--- src/rtl/core/b32_pkg.sv ---
// ----------------------------------------------------------------------------
// b32_pkg
// Shared types, constants and the alphabet lookup for the base32 codec.
// ----------------------------------------------------------------------------
package b32_pkg;

  localparam int unsigned SYM_W       = 8;
  localparam int unsigned ACC_W       = 12;
  localparam int unsigned CNT_W       = 4;
  localparam int unsigned GROUP_BITS  = 5;
  localparam int unsigned BYTE_BITS   = 8;
  localparam int unsigned LETTERS     = 26;
  localparam int unsigned MAX_RES     = 3;
  localparam int unsigned RES_CNT_W   = 2;
  localparam int unsigned QUEUE_DEPTH = 2;

  localparam logic [SYM_W-1:0] CHAR_A = 8'h61;
  localparam logic [SYM_W-1:0] CHAR_Z = 8'h7a;
  localparam logic [SYM_W-1:0] CHAR_2 = 8'h32;
  localparam logic [SYM_W-1:0] CHAR_7 = 8'h37;

  typedef enum logic {
    MODE_ENCODE = 1'b0,
    MODE_DECODE = 1'b1
  } mode_t;

  typedef struct packed {
    logic [MAX_RES-1:0][SYM_W-1:0] syms;
    logic [RES_CNT_W-1:0]          count;
  } job_t;

  function automatic logic [SYM_W-1:0] b32_char(input logic [GROUP_BITS-1:0] v);
    logic [GROUP_BITS-1:0] letters;
    letters = GROUP_BITS'(LETTERS);
    if (v < letters) begin
      return CHAR_A + SYM_W'(v);
    end else begin
      return CHAR_2 + SYM_W'(v - letters);
    end
  endfunction

endpackage

--- src/rtl/core/b32_if.sv ---
// ----------------------------------------------------------------------------
// b32_if
// Valid/ready channels of the base32 codec: symbol input, result output and
// the mode register write.
// ----------------------------------------------------------------------------
interface b32_sym_if import b32_pkg::*; ();
  logic             valid;
  logic             ready;
  logic [SYM_W-1:0] in_symbol;
  logic             end_of_string;

  modport source (output valid, output in_symbol, output end_of_string, input ready);
  modport sink   (input valid, input in_symbol, input end_of_string, output ready);
endinterface

interface b32_res_if import b32_pkg::*; ();
  logic             valid;
  logic             ready;
  logic [SYM_W-1:0] out_symbol;
  logic             run_last;

  modport source (output valid, output out_symbol, output run_last, input ready);
  modport sink   (input valid, input out_symbol, input run_last, output ready);
endinterface

interface b32_cfg_if import b32_pkg::*; ();
  logic valid;
  logic ready;
  logic decode_mode;

  modport source (output valid, output decode_mode, input ready);
  modport sink   (input valid, input decode_mode, output ready);
endinterface

--- src/rtl/core/b32_front.sv ---
// ----------------------------------------------------------------------------
// b32_front
// Accepts input symbols, updates the bit accumulator and packs the results
// of each request into one job for the queue.
// ----------------------------------------------------------------------------
module b32_front import b32_pkg::*; (
  input  logic  clk,
  input  logic  rst,
  b32_sym_if.sink sym_chan,
  b32_cfg_if.sink cfg_chan,
  output logic  push_valid,
  output job_t  push_job,
  input  logic  push_ready
);

  mode_t            mode;
  logic [ACC_W-1:0] acc;
  logic [ACC_W-1:0] acc_next;
  logic [CNT_W-1:0] cnt;
  logic [CNT_W-1:0] cnt_next;

  logic [ACC_W-1:0]      work_acc;
  logic [CNT_W-1:0]      work_cnt;
  logic [ACC_W-1:0]      keep_mask;
  logic [GROUP_BITS-1:0] dec_val;
  logic                  dec_ok;
  logic                  take;

  assign cfg_chan.ready = 1'b1;
  assign sym_chan.ready = push_ready;
  assign take           = sym_chan.valid && push_ready;
  assign push_valid     = take && (push_job.count != '0);

  always_comb begin
    dec_ok  = 1'b1;
    dec_val = '0;
    if (sym_chan.in_symbol inside {[CHAR_A:CHAR_Z]}) begin
      dec_val = GROUP_BITS'(sym_chan.in_symbol - CHAR_A);
    end else if (sym_chan.in_symbol inside {[CHAR_2:CHAR_7]}) begin
      dec_val = GROUP_BITS'(sym_chan.in_symbol - CHAR_2) + GROUP_BITS'(LETTERS);
    end else begin
      dec_ok = 1'b0;
    end
  end

  always_comb begin
    push_job  = '0;
    work_acc  = acc;
    work_cnt  = cnt;
    keep_mask = '0;
    if (mode == MODE_ENCODE) begin
      work_acc = {acc[3:0], sym_chan.in_symbol};
      work_cnt = cnt + CNT_W'(BYTE_BITS) - CNT_W'(GROUP_BITS);
      push_job.syms[0]  = b32_char(GROUP_BITS'(work_acc >> work_cnt));
      push_job.count    = RES_CNT_W'(1);
      if (work_cnt >= CNT_W'(GROUP_BITS)) begin
        work_cnt = work_cnt - CNT_W'(GROUP_BITS);
        push_job.syms[1] = b32_char(GROUP_BITS'(work_acc >> work_cnt));
        push_job.count   = RES_CNT_W'(2);
      end
      keep_mask = (ACC_W'(1) << work_cnt) - ACC_W'(1);
      work_acc  = work_acc & keep_mask;
      if (sym_chan.end_of_string && (work_cnt != '0)) begin
        push_job.syms[push_job.count] =
          b32_char(GROUP_BITS'(work_acc << (CNT_W'(GROUP_BITS) - work_cnt)));
        push_job.count = push_job.count + RES_CNT_W'(1);
      end
    end else begin
      if (dec_ok) begin
        work_acc = {acc[6:0], dec_val};
        work_cnt = cnt + CNT_W'(GROUP_BITS);
      end
      if (work_cnt >= CNT_W'(BYTE_BITS)) begin
        work_cnt = work_cnt - CNT_W'(BYTE_BITS);
        push_job.syms[0] = SYM_W'(work_acc >> work_cnt);
        push_job.count   = RES_CNT_W'(1);
        keep_mask = (ACC_W'(1) << work_cnt) - ACC_W'(1);
        work_acc  = work_acc & keep_mask;
      end
    end
  end

  always_comb begin
    acc_next = acc;
    cnt_next = cnt;
    if (cfg_chan.valid) begin
      acc_next = '0;
      cnt_next = '0;
    end else if (take) begin
      if (sym_chan.end_of_string) begin
        acc_next = '0;
        cnt_next = '0;
      end else begin
        acc_next = work_acc;
        cnt_next = work_cnt;
      end
    end
  end

  always_ff @(posedge clk) begin
    if (rst) begin
      mode <= MODE_ENCODE;
      acc  <= '0;
      cnt  <= '0;
    end else begin
      if (cfg_chan.valid) begin
        mode <= mode_t'(cfg_chan.decode_mode);
      end
      acc <= acc_next;
      cnt <= cnt_next;
    end
  end

endmodule

--- src/rtl/core/b32_queue.sv ---
// ----------------------------------------------------------------------------
// b32_queue
// Small first-in first-out job queue between the front and back parts.
// ----------------------------------------------------------------------------
module b32_queue import b32_pkg::*; #(
  parameter int unsigned DEPTH = QUEUE_DEPTH
) (
  input  logic clk,
  input  logic rst,
  input  logic push_valid,
  input  job_t push_job,
  output logic push_ready,
  output logic pop_valid,
  output job_t pop_job,
  input  logic pop_ready
);

  localparam int unsigned PTR_W  = (DEPTH > 1) ? $clog2(DEPTH) : 1;
  localparam int unsigned FILL_W = $clog2(DEPTH + 1);

  job_t              slots [DEPTH];
  logic [PTR_W-1:0]  wr_ptr;
  logic [PTR_W-1:0]  rd_ptr;
  logic [FILL_W-1:0] fill;
  logic              do_push;
  logic              do_pop;

  assign push_ready = (fill != FILL_W'(DEPTH));
  assign pop_valid  = (fill != '0);
  assign pop_job    = slots[rd_ptr];
  assign do_push    = push_valid && push_ready;
  assign do_pop     = pop_valid && pop_ready;

  always_ff @(posedge clk) begin
    if (do_push) begin
      slots[wr_ptr] <= push_job;
    end
  end

  always_ff @(posedge clk) begin
    if (rst) begin
      wr_ptr <= '0;
      rd_ptr <= '0;
      fill   <= '0;
    end else begin
      if (do_push) begin
        wr_ptr <= (wr_ptr == PTR_W'(DEPTH - 1)) ? '0 : wr_ptr + PTR_W'(1);
      end
      if (do_pop) begin
        rd_ptr <= (rd_ptr == PTR_W'(DEPTH - 1)) ? '0 : rd_ptr + PTR_W'(1);
      end
      if (do_push && !do_pop) begin
        fill <= fill + FILL_W'(1);
      end else if (do_pop && !do_push) begin
        fill <= fill - FILL_W'(1);
      end
    end
  end

endmodule

--- src/rtl/core/b32_back.sv ---
// ----------------------------------------------------------------------------
// b32_back
// Takes jobs from the queue and, while the receiver is ready, sends their
// symbols one per cycle through a registered output, marking each job's end.
// ----------------------------------------------------------------------------
module b32_back import b32_pkg::*; (
  input  logic clk,
  input  logic rst,
  input  logic pop_valid,
  input  job_t pop_job,
  output logic pop_ready,
  b32_res_if.source res_chan
);

  job_t                 cur;
  logic                 cur_valid;
  logic [RES_CNT_W-1:0] idx;
  logic                 cur_last;
  logic                 load_out;
  logic                 out_valid;
  logic [SYM_W-1:0]     out_symbol;
  logic                 run_last;

  assign cur_last  = (idx == RES_CNT_W'(cur.count - RES_CNT_W'(1)));
  assign load_out  = cur_valid && (!out_valid || res_chan.ready);
  assign pop_ready = !cur_valid || (load_out && cur_last);

  assign res_chan.valid      = out_valid;
  assign res_chan.out_symbol = out_symbol;
  assign res_chan.run_last   = run_last;

  always_ff @(posedge clk) begin
    if (load_out) begin
      out_symbol <= cur.syms[idx];
      run_last   <= cur_last;
    end
    if (pop_valid && pop_ready) begin
      cur <= pop_job;
      idx <= '0;
    end else if (load_out) begin
      idx <= idx + RES_CNT_W'(1);
    end
  end

  always_ff @(posedge clk) begin
    if (rst) begin
      cur_valid <= 1'b0;
      out_valid <= 1'b0;
    end else begin
      if (load_out) begin
        out_valid <= 1'b1;
      end else if (res_chan.ready) begin
        out_valid <= 1'b0;
      end
      if (pop_ready) begin
        cur_valid <= pop_valid;
      end
    end
  end

endmodule

--- src/rtl/core/base32_stream_codec_unit.sv ---
// ----------------------------------------------------------------------------
// base32_stream_codec_unit
// Streaming base32 encoder and decoder, lower-case alphabet, no padding.
// ----------------------------------------------------------------------------
// The sym_chan channel takes one symbol request per accepted handshake: a raw
// byte when encoding or a character when decoding, with end_of_string on the
// final symbol of a string. Each request yields zero to three results on
// res_chan, the last of them flagged by run_last. Invalid characters in
// decode mode yield nothing. The cfg_chan channel writes decode_mode and
// clears any pending bits; it is always ready. The user must write cfg_chan
// only while the block is idle; the block itself does not enforce this.
// Results pass through the job queue, the job register and the output
// register. Requests are accepted back to back while the job queue has
// room; results leave at one per cycle through the output register while
// the receiver is ready, so the sustained input rate is set by the result
// count per request. When the receiver stalls, the output register holds,
// the queue fills and sym_chan.ready drops. Reset selects encode mode,
// clears the accumulator, empties the queue and drops all valid flags.
// ----------------------------------------------------------------------------
module base32_stream_codec_unit import b32_pkg::*; #(
  parameter int unsigned Q_DEPTH = QUEUE_DEPTH
) (
  input  logic clk,
  input  logic rst,
  b32_sym_if.sink   sym_chan,
  b32_res_if.source res_chan,
  b32_cfg_if.sink   cfg_chan
);

  logic push_valid;
  logic push_ready;
  job_t push_job;
  logic pop_valid;
  logic pop_ready;
  job_t pop_job;

  b32_front u_front (
    .clk        (clk),
    .rst        (rst),
    .sym_chan   (sym_chan),
    .cfg_chan   (cfg_chan),
    .push_valid (push_valid),
    .push_job   (push_job),
    .push_ready (push_ready)
  );

  b32_queue #(
    .DEPTH (Q_DEPTH)
  ) u_queue (
    .clk        (clk),
    .rst        (rst),
    .push_valid (push_valid),
    .push_job   (push_job),
    .push_ready (push_ready),
    .pop_valid  (pop_valid),
    .pop_job    (pop_job),
    .pop_ready  (pop_ready)
  );

  b32_back u_back (
    .clk       (clk),
    .rst       (rst),
    .pop_valid (pop_valid),
    .pop_job   (pop_job),
    .pop_ready (pop_ready),
    .res_chan  (res_chan)
  );

endmodule

--- src/flat_wrapper.sv ---
// flat-port wrapper written by rule: the top's interface ports become plain ports
module base32_stream_codec_unit_flat import b32_pkg::*;
#(
  parameter int unsigned Q_DEPTH = QUEUE_DEPTH
)
  (clk, rst, sym_chan_valid, sym_chan_in_symbol, sym_chan_end_of_string, sym_chan_ready, res_chan_valid, res_chan_out_symbol, res_chan_run_last, res_chan_ready, cfg_chan_valid, cfg_chan_decode_mode, cfg_chan_ready);
  b32_sym_if sym_chan_i ();
  b32_res_if res_chan_i ();
  b32_cfg_if cfg_chan_i ();
  input  logic clk;
  input  logic rst;
  input wire logic [$bits(sym_chan_i.valid)-1:0] sym_chan_valid;
  input wire logic [$bits(sym_chan_i.in_symbol)-1:0] sym_chan_in_symbol;
  input wire logic [$bits(sym_chan_i.end_of_string)-1:0] sym_chan_end_of_string;
  output wire logic [$bits(sym_chan_i.ready)-1:0] sym_chan_ready;
  output wire logic [$bits(res_chan_i.valid)-1:0] res_chan_valid;
  output wire logic [$bits(res_chan_i.out_symbol)-1:0] res_chan_out_symbol;
  output wire logic [$bits(res_chan_i.run_last)-1:0] res_chan_run_last;
  input wire logic [$bits(res_chan_i.ready)-1:0] res_chan_ready;
  input wire logic [$bits(cfg_chan_i.valid)-1:0] cfg_chan_valid;
  input wire logic [$bits(cfg_chan_i.decode_mode)-1:0] cfg_chan_decode_mode;
  output wire logic [$bits(cfg_chan_i.ready)-1:0] cfg_chan_ready;
  assign sym_chan_i.valid = sym_chan_valid;
  assign sym_chan_i.in_symbol = sym_chan_in_symbol;
  assign sym_chan_i.end_of_string = sym_chan_end_of_string;
  assign sym_chan_ready = sym_chan_i.ready;
  assign res_chan_valid = res_chan_i.valid;
  assign res_chan_out_symbol = res_chan_i.out_symbol;
  assign res_chan_run_last = res_chan_i.run_last;
  assign res_chan_i.ready = res_chan_ready;
  assign cfg_chan_i.valid = cfg_chan_valid;
  assign cfg_chan_i.decode_mode = cfg_chan_decode_mode;
  assign cfg_chan_ready = cfg_chan_i.ready;
  base32_stream_codec_unit #(.Q_DEPTH(Q_DEPTH)) u_core (.clk(clk), .rst(rst), .sym_chan(sym_chan_i), .res_chan(res_chan_i), .cfg_chan(cfg_chan_i));
endmodule
--- config.mk ---
export PLATFORM = sky130hd
export DESIGN_NAME = base32_stream_codec_unit_flat
export DESIGN_NICKNAME = d
export VERILOG_FILES = /design/src/rtl/core/b32_pkg.sv /design/src/rtl/core/b32_if.sv /design/src/rtl/core/b32_front.sv /design/src/rtl/core/b32_queue.sv /design/src/rtl/core/b32_back.sv /design/src/rtl/core/base32_stream_codec_unit.sv /design/src/flat_wrapper.sv
export SDC_FILE = /design/constraint.sdc
export NUM_CORES = 1
export LEC_CHECK = 0
export ABC_AREA = 1
export BUFFER_PORTS_ARGS = -buffer_cell sky130_fd_sc_hd__buf_2
export CORE_ASPECT_RATIO = 1.25
export CORE_MARGIN = 4
export CORE_UTILIZATION = 63
export DETAILED_ROUTE_END_ITERATION = 8
export PLACE_DENSITY = 0.81
export SYNTH_ARGS = -nofsm -noshare
export SYNTH_HDL_FRONTEND = slang
export SYNTH_HIERARCHICAL = 1
export SYNTH_SLANG_ARGS = --single-unit
--- constraint.sdc ---
create_clock -name clk -period 4.93 [get_ports clk]
set_input_delay 0.7395 -clock clk [delete_from_list [all_inputs] [get_ports clk]]
set_output_delay 0.7395 -clock clk [all_outputs]
set_load 0.03 [all_outputs]
Word level (Yosys, flattened, before mapping)
Memory sizes are Yosys's and may differ from the RTL's. A register that Yosys moved wholly into a read port is not among the register bits. Cells that the tools add are included.

Register bits after elaboration: 34. Memory bits (writable): 52. Input bits: 15. Output and inout bits: 12. Memories kept: 1.

Memory list: u_core.u_queue.slots (depth 2, bits a word 26, read ports 1, clocked after memory_dff 1, write ports 1, line b32_queue.sv:21) `job_t slots [DEPTH];`.

Add/sub/neg operators: 27. Magnitude comparators: 12. Equal/unequal tests: 2. Shift-type cells: 6. Mux-type cells: 43. Bitwise gates (word level): 2. Reductions and logical operators: 24.

Operators with widths (number): $mux 8 (10); $mux 12 (5); $mux 4 (7); $mux 26 (1); $add 7x5->8 const A (3); $add 7x6->8 const A (3); $and 12x12->12 (2); $bwmux 24 (1); $shl 1x4->12 const A (2); $shr 12x4->5 (2); $sub 12x2->12 const B (2); $mux 10 (2); $sub 5x5->6 const B (3); $bmux 8 s2 (1); $demux 8 s2 (1); $mux 16 (1); $lt 5x5->1 const B (3); $logic_and 1x1->1 (12); $shl 12x4->5 (1); $shr 12x4->8 (1); $mux 5 (2); $ge 8x6->1 const B (1); $ge 8x7->1 const B (1); $le 8x6->1 const B (1); other kinds (25) (48).

Logic depth before layout (Yosys ltp)
Gate-level depths: netlist of the first run.

Depth in word-level cells: 24. Mapped depth: 28. Gate-level depth less buffers: 27.

Cells and area by module
Netlist of the first run, hierarchy kept.

Modules (own cells, without submodules): b32_front (times used 1, cells each 707, area each 4063.9 um2, seq. area each 340.3 um2); b32_queue (times used 1, cells each 118, area each 2219.6 um2, seq. area each 1661.6 um2); b32_back (times used 1, cells each 104, area each 1462.7 um2, seq. area each 1131.1 um2).

Worst setup path after synthesis of the first run
OpenSTA, ideal clock, no wires.

Path kind: input to register. From: input sym_chan_in_symbol[0]. To: memory u_core/u_queue/slots[1][0] (netlist bit) (enable). Arrival time: 3.374 ns. Data required time: 4.521 ns. Setup slack: 1.147 ns. Cell stages on the path: 15. Path through: buf_2 -> inv_1 -> ha_1 -> nand2_1 -> o311ai_1 -> inv_2 -> nand2_2 -> nand2_4 -> nand2_1 -> o21ai_1 -> nand2_1 -> inv_1 -> nor2_1 -> nand2_1 -> nor2_1.

Cells in the longest elaborated chain, start to end: 14.

Ends and longest elaborated chain: from (decl) (line flat_wrapper.sv:13) `input wire logic [$bits(sym_chan_i.in_symbol)-1:0] sym_chan_in_symbol;`; $ge 8x6->1 / $le 8x6->1 (equally long branches) (line b32_front.sv:39) `end else if (sym_chan.in_symbol inside {[CHAR_2:CHAR_7]}) begin`; $logic_and 1x1->1 (line b32_front.sv:39); $mux 1 (line b32_front.sv:39); $mux 1 (*) (line b32_front.sv:37) `if (sym_chan.in_symbol inside {[CHAR_A:CHAR_Z]}) begin`; $mux 4 (*) (line b32_front.sv:69) `if (dec_ok) begin`; $mux 4 (*) (line b32_front.sv:51) `if (mode == MODE_ENCODE) begin`; $ge 4x4->1 (*) (line b32_front.sv:73) `if (work_cnt >= CNT_W'(BYTE_BITS)) begin`; $mux 10 (*) (line b32_front.sv:73); $mux 10 (*) (line b32_front.sv:51); $reduce_bool 2->1 (*) (line b32_front.sv:32) `assign push_valid = take && (push_job.count != '0);`; $logic_and 1x1->1 (*) (line b32_front.sv:32); named net u_core.push_valid (line base32_stream_codec_unit.sv:30) `logic push_valid;`; $logic_and 1x1->1 (*) (line b32_queue.sv:31) `assign do_push = push_valid && push_ready;`; $mux 1 (*) (line b32_queue.sv:35) `if (do_push) begin`; $mux 1 (not written as such) (*) (line b32_queue.sv:36) `slots[wr_ptr] <= push_job;`; to (decl) (line b32_queue.sv:21).

Mark *: on every way through the listed nets, which the timed path passes. The rest lies on a longest branch. The select of a mux whose other input is x is not followed.

==> results.md, run 1 <==
* # clock sinks at around 110
* Fin Hold WS at 0.4652 ns
* Main combinational cell family by area after synthesis: simple AND/OR/NAND/NOR gates
* Unrepaired setup endpoints after global routing: false
* Clock Latency Late Sink at 0.41 ns
* Min cycle time layout at 4.278 ns
* First drt pass iteration count at 5
* Final hold viol count at 0
* Leak at 3.571 nW
* Core ar. at 12,110 um2
* Number of global-route vias before repair at 6,131
* Critical Path End: u_core/u_queue/slots[0][15]
* WP depth at 23
* FP Rows at 45
* Die Wd at around 110 um
* DR iter-0 viols at 543
* Max-cap violations at 0
* CTS tree: done
* CTS-repair resized insts at 0
* Mapped Avg Cell Area at 8.338 um2
* Starting Density at 63.99%
* Mapped Cells at 929
* Int Power at ~2.5 mW
* Skew final at 0.008722 ns
* Adder-cell area share of the yosys netlist at approximately 4.0%
* Setup_tns at 0 ns
* Worst r2r src: u_core/u_front/cnt[1]
* Combinational Power Share at 32.5%
* Worst Setup Start Kind: flop
* Ratio of cells with drive above 1 in the final layout at 19.02%
* Via-to-Cell Ratio at 5.830
* Via count at 6,565
* Clk pwr share at ~30%
* # setup viols final at 0
* XOR/XNOR share of the synthesized area at between 1.5 and 2%
* Crit path cell chain: inv_2 > ha_1 > nor2_1 > nor2_2 > nand2_1 > nand2_2 > inv_2 > nor2_4 > nand2_1 > ha_1 > nor2_1 > nand2_1 > nand3_1 > nand3_2 > nand2_2 > nand2_2 > inv_2 > ha_1 > inv_1 > nor2_1 > nand2_4 > nand3_2 > a21oi_2
* DR DRC count at 0
* Crit-path leading delay family: simple AND/OR/NAND/NOR gates
* Critical path buffers and inverters at 4
* Worst Setup End Kind: flop
* Reg2reg end: u_core/u_queue/slots[0][15]
* H-tree levels at 4
* Hold-fix buffers at CTS at 0
* Crit share post-route at 86.77%
* Arrival time at the worst endpoint at between 4 and 5 ns
* Total wire length at 18.74 mm
* Critical path required time at 5.04 ns
* Syn nets at 969
* Setup ws final at between 0.6 and 0.7 ns
* Post-DP HPWL at 13.68 mm
* Post-synthesis sequential area ratio at 40.45%
* Worst-Margin Slew at 0.8957 ns
* Dominant synthesized flop cell: edfxtp_1
* Leading area contributor after synthesis: edfxtp_1
* Worst Reg-to-Reg Cells at 23
* Sw Ratio at 35.02%
* Area Growth Syn to Fin at 9.481%
* Die H at 132.0 um
* Synth Register Bits at 113
* Power share of the sequential group at a little under two fifths
* Slew headroom at 40.07%
* Final Total Pwr at 3.899 mW
* Initial antenna violation count at 0
* FF-to-FF setup slack at 0.65 ns
* PortBufs at 25
* Gr ovfl total at 0
* Peak supply drop at 0.2692 mV
* Yosys warns at 6
* Total track usage at ~27%
* Largest cells by area after synthesis: edfxtp_1, nand2_1, dfxtp_1, o21ai_0, inv_1
* Post-CTS Setup Inserts at 0
* WS Path Type: reg2reg
* Post-synth EDFFs at 87
* Layout Nets at 989
* Antenna-violating nets left at 0
* Clk slew on worst S/H paths at approximately 0.050 ns
* Mux cell area share after synthesis at under 10%
* Post-synth top area share at 33.73%
* Gpl congestion at 1.040
* Max Freq at ~230 MHz
* Largest stage delay on the critical path at 0.55 ns
* Slowest cell on the critical path: ha_1
* Worst Path Max Fanout at 13
* Largest net degree at the start of global routing at 31
* Num ports at 27
* Clock root cell: clkbuf_16
* Synth Area in Simple Gates at 26.20%
* Clock tree buffer depth at 2
* Syn Std Cell Area at 7746 um2
* Ant diodes at 0
* Die Area at 14,150 um2
* Hold Path Class: reg2reg
* WL/cell at 16.64 um
* Setup WS pre-CTS at 0.7628 ns
* Unique cell type count in the Yosys netlist at 58
* CTS Buf Count at 17
* First-pass GRT wire length at 30.26 mm
* Post-synthesis async set-or-reset flop share at 0%
* Status: completed
* Pins Over Slew Limit at 0
* Synth Area in Compound Gates at between 10% and 20%
* Switching pwr at 1.365 mW
* Crit path from: u_core/u_front/cnt[1]
* Cell area power density at 459.7 nW/um2
==> worst register-to-register path, cell delays in order (launching register included) <==
cell     delay (ns)
dfxtp_1        0.44
inv_2          0.11
ha_1           0.55
nor2_1         0.10
nor2_2         0.43
nand2_1        0.13
nand2_2        0.14
inv_2          0.11
nor2_4         0.17
nand2_1        0.08
ha_1           0.28
nor2_1         0.24
nand2_1        0.13
nand3_1        0.11
nand3_2        0.08
nand2_2        0.14
nand2_2        0.09
inv_2          0.08
ha_1           0.14
inv_1          0.05
nor2_1         0.19
nand2_4        0.09
nand3_2        0.07
a21oi_2        0.06
==> area by class of cell <==
type / instances / area, um2
clock buffer: 19 / 432.9
clock inverter: 13 / 136.4
fill: 987 / 3625
inverter: 104 / 391.6
multi-input combinational: 680 / 3996
sequential: 113 / 3133
tap: 164 / 205.2
timing repair buffer: 33 / 185.2
==> synthesized netlist by cell type (all sizes together), types with 23 or more instances <==
cell type and instances:
nand2 238, inv 102, o21ai 102, nor2 88, edfxtp 87, nand3 70, a21oi 54, dfxtp 26
mux2 26, ha 25, buf 23
==> flip-flops by register name (all words and copies together) (netlist names), named ones only <==
signal	cells
u_core/u_queue/slots	52
u_core/u_back/cur_valid	1
u_core/u_queue/wr_ptr	1
u_core/u_back/res_chan.run_last	1
u_core/u_queue/fill	2
u_core/u_back/res_chan.out_symbol	8
u_core/u_front/acc	12
u_core/u_back/cur	26
u_core/u_front/cnt	4
u_core/u_back/res_chan.valid	1
u_core/u_front/mode	1
u_core/u_queue/rd_ptr	1
u_core/u_back/idx	2
==> per-stage QoR <==
stage                     instance area [um2]  std cells  util, %
after floorplan                          7746        929        -
after global placement                   7911       1094    65.35
after detailed placement                 7911       1094    65.35
after CTS                                8481       1126    70.06
after global routing                     8481       1126    70.06
final                                    8481       1126    70.06
==> power groups by stage <==
stage / clock network, mW / registers [mW] / logic, mW
2_1_floorplan: 0 / 1.50 / 0.963
3_3_place_gp: 0 / 1.46 / 1.22
3_5_place_dp: 0 / 1.47 / 1.24
4_1_cts: 1.19 / 1.46 / 1.26
5_1_grt: 1.25 / 1.48 / 1.40
6_report: 1.18 / 1.46 / 1.27
==> cell families (layout without fill, tap and decap cells) <==
group	count (synthesis)	after routing
adders and majority gates	25	25
other	1	1
muxes	28	28
AOI/OAI and AO/OA	191	191
xor gates and xnor gates	14	14
buffers and inverters	136	169
DFF	113	113
and+or+nand+nor	421	421
==> layout by cell type (no fill, tap or decap), types with 17 or more instances in the layout <==
cell type	count
clkbuf_16	17
mux2_4	20
o21ai_0	84
ha_1	25
buf_2	25
edfxtp_1	87
nand3_1	54
a21oi_1	47
nand2_2	20
dfxtp_1	26
nand2_1	209
inv_1	86
nor2_1	77
==> metal layers <==
metal / global-route usage, % / up-vias / routed length [um]
met5: 0 / - / 0
met4: 13.50 / 0 / 954
met3: 5.341 / 73 / 988
met2: 46.80 / 290 / 9515
met1: 32.00 / 3016 / 7281
li1: - / 3186 / -
==> how the worst min path moves through the flow <==
stage,startpoint,end,slack [ns],depth (start not counted)
2_1_floorplan,u_core/u_front/acc[10],u_core/u_front/acc[10],0.44,2
3_3_place_gp,u_core/u_front/acc[5],u_core/u_front/acc[5],0.45,2
3_5_place_dp,u_core/u_front/acc[10],u_core/u_front/acc[10],0.45,2
4_1_cts,u_core/u_front/acc[10],u_core/u_front/acc[10],0.46,2
5_1_grt,u_core/u_front/acc[8],u_core/u_front/acc[8],0.49,2
6_report,u_core/u_front/acc[10],u_core/u_front/acc[10],0.47,2
(Power assumes the default switching activity.)
==> run 2: changes to the inputs <==
- PLACE_DENSITY: 0.81 -> 0.92
==> run 2 against run 1 <==
  * Utilization grew 0.052 points
  * Via count rose by 1.8%
  * Power grew 1.5%
  * Global-route usage up 2.5 points
  * Die area unchanged
  * Final area is essentially flat
  * Sequential cell count is the same
  * Clock skew grew 0.0011 ns
  * Routed wire length rose by 8.8%
  * Register-to-register slack improved by 0.17 ns
  * Sequential power hardly changed
  * Maximum frequency is 4.0% higher
  * Highest routed layer unchanged
==> results.md, run 2 (synthesis results as in run 1) <==
* Post-CTS Setup Inserts at 0
* Placed inst area at 7911 um2
* Worst Path Max Fanout at 13
* Placed Instances at 1,094
* Final Total Pwr at 3.958 mW
* DR DRC count at 0
* Peak supply drop at 0.2842 mV
* FF-to-FF setup slack at 0.82 ns
* Hold Path Class: reg2reg
* Largest register FFs at 52
* H-tree levels at 4
* Core ar. at 12,110 um2
* PortBufs at 25
* Status: completed
* Num ports at 27
* Leak at around 3.6 nW
* Clock root cell: clkbuf_16
* Most frequent cells in the layout: nand2_1, edfxtp_1, inv_1
* Crit path from: u_core/u_front/cnt[1]
* Via-to-Cell Ratio at 5.940
* Crit path cell chain: inv_2 > ha_1 > nand2_2 > inv_1 > nor2_2 > nand2_1 > nand2_2 > inv_2 > nor2_4 > nand2_1 > ha_1 > nor2_1 > nand2_1 > nand3_1 > nand3_2 > nand2_2 > nand2_2 > inv_2 > ha_1 > inv_1 > nor2_1 > nand2_4 > nand3_2 > a21oi_2
* Clock Latency Late Sink at 0.41 ns
* WS Path Type: reg2reg
* Setup WS pre-CTS at 0.9282 ns
* Die Area at between 10,000 and 15,000 um2
* Ant diodes at 0
* Arrival time at the worst endpoint at 4.25 ns
* Most common cell after layout, fill and taps aside: nand2_1
* Critical path required time at 5.07 ns
* Hold depth at 2
* Unrepaired setup endpoints after global routing: false
* Regs by FF count: u_core/u_queue/slots x52, u_core/u_back/cur x26, u_core/u_front/acc x12
* FP Rows at 45
* Finished Layout Cells at approximately 1.1k
* Clk slew on worst S/H paths at roughly 0.06 ns
* Post-DP HPWL at 14.88 mm
* Min cycle time layout at just over 4 ns
* Die Wd at 107.2 um
* Busiest layer in global routing: met2
* GR Util met3 at 5.634%
* Hold_sp: u_core/u_front/acc[11]
* Switching pwr at 1.385 mW
* Critical path buffers and inverters at 5
* Cell area after layout at 8487 um2
* Sw Ratio at between 30% and 40%
* Max-cap violations at 0
* Crit-path leading delay family: simple AND/OR/NAND/NOR gates
* Total wire length at 20.39 mm
* Setup_tns at 0 ns
* Slew headroom at 46.50%
* Initial antenna violation count at 0
* Gpl congestion at 1.021
* CTS Buf Count at 17
* WL/cell at 18.12 um
* Number of global-route vias before repair at 6,485
* Reg2reg end: u_core/u_queue/slots[0][15]
* # clock sinks at 113
* # setup viols final at 0
* Largest stage delay on the critical path at 0.47 ns
* Final hold viol count at 0
* Hold-fix buffers at CTS at 0
* Crit share post-route at 83.40%
* Layout Nets at 989
* Int Power at 2.573 mW
* First drt pass iteration count at 6
* Worst Reg-to-Reg Cells at 24
* Clock tree buffer depth at 2
* Fin Hold WS at about 0.47 ns
* Die H at between 100 and 150 um
* Power share of the sequential group at 36.8%
* Met1 Use GR at 35.52%
* CTS tree: done
* First-pass GRT wire length at about 33 mm
* Setup ws final at 0.8184 ns
* Antenna-violating nets left at 0
* Worst Hold Path EP: u_core/u_front/acc[11]
* Via count at 6,683
* Core Util, Final at 70.11%
* Max Freq at 243.2 MHz
* Most flop-heavy register: u_core/u_queue/slots
* Total track usage at 29.65%
* Skew final at 0.009808 ns
* Cell area power density at 466.4 nW/um2
* Gr ovfl total at 0
* DR iter-0 viols at 587
* Most used cell along the critical path: nand2_2
* Largest net degree at the start of global routing at 31
* Worst Setup End Kind: flop
* Area Growth Syn to Fin at 9.562%
* Slowest cell on the critical path: dfxtp_1
* Worst-Margin Slew at 0.7941 ns
* CTS-repair resized insts at 0
* Worst Setup Start Kind: flop
* Pins Over Slew Limit at 0
* Clk pwr share at ~30%
* Starting Density at around 64%
* Worst r2r src: u_core/u_front/cnt[1]
* Met2 usage at between 40% and 50%
* Ratio of cells with drive above 1 in the final layout at 18.73%
* Combinational Power Share at between 30% and 40%
## run 2: changes by cell type in the layout (fill, tap and decap cells not counted), sizes merged
| cell | previous run | this run |
|---|---|---|
| clkinv | 7 | 8 |
| bufinv | 2 | 3 |
| inv | 105 | 102 |
## run 2: tightest hold or removal path: cells and delay by family (launching register included)
family,cells,cell delay [ns]
flip-flops,1,0.30
AO/OA/AOI/OAI,1,0.06
AND/OR/NAND/NOR,1,0.06
## run 2: worst max-delay path by stage
| stage | end | slack [ns] | depth (start not counted) |
|---|---|---|---|
| global route | u_core/u_queue/slots[1][23] | 0.40 | 24 |
| global placement | u_core/u_front/acc[4] | 0.95 | 19 |
| finish | u_core/u_queue/slots[0][15] | 0.82 | 24 |
| CTS | u_core/u_queue/slots[0][15] | 0.88 | 24 |
| floorplan | u_core/u_queue/slots[1][0] | 1.15 | 15 |
| detailed placement | u_core/u_queue/slots[1][15] | 0.93 | 24 |
## run 2: final cells by class
cell class / count / area [um2]
repair buffers: 33 / 185.2
clock buffers: 19 / 432.9
fillers: 930 / 3618
inverters: 104 / 391.6
clock inverters: 12 / 142.6
flip-flops and latches: 113 / 3133
well taps: 164 / 205.2
multi-input cells: 680 / 3996
## run 2: power groups by stage
stage | combinational (mW) | sequential, mW | clock [mW]
after CTS | 1.30 | 1.46 | 1.21
after floorplan | 0.963 | 1.50 | 0
after detailed placement | 1.28 | 1.47 | 0
after global routing | 1.43 | 1.47 | 1.26
final | 1.31 | 1.46 | 1.19
after global placement | 1.23 | 1.45 | 0
## run 2: per-layer routing
layer	part of all wire (%)	up-vias	wire length [um]
li1	-	3183	-
met1	38	3084	7830
met2	50	337	10180
met3	6.4	79	1303
met4	5.3	0	1077
met5	0	-	0
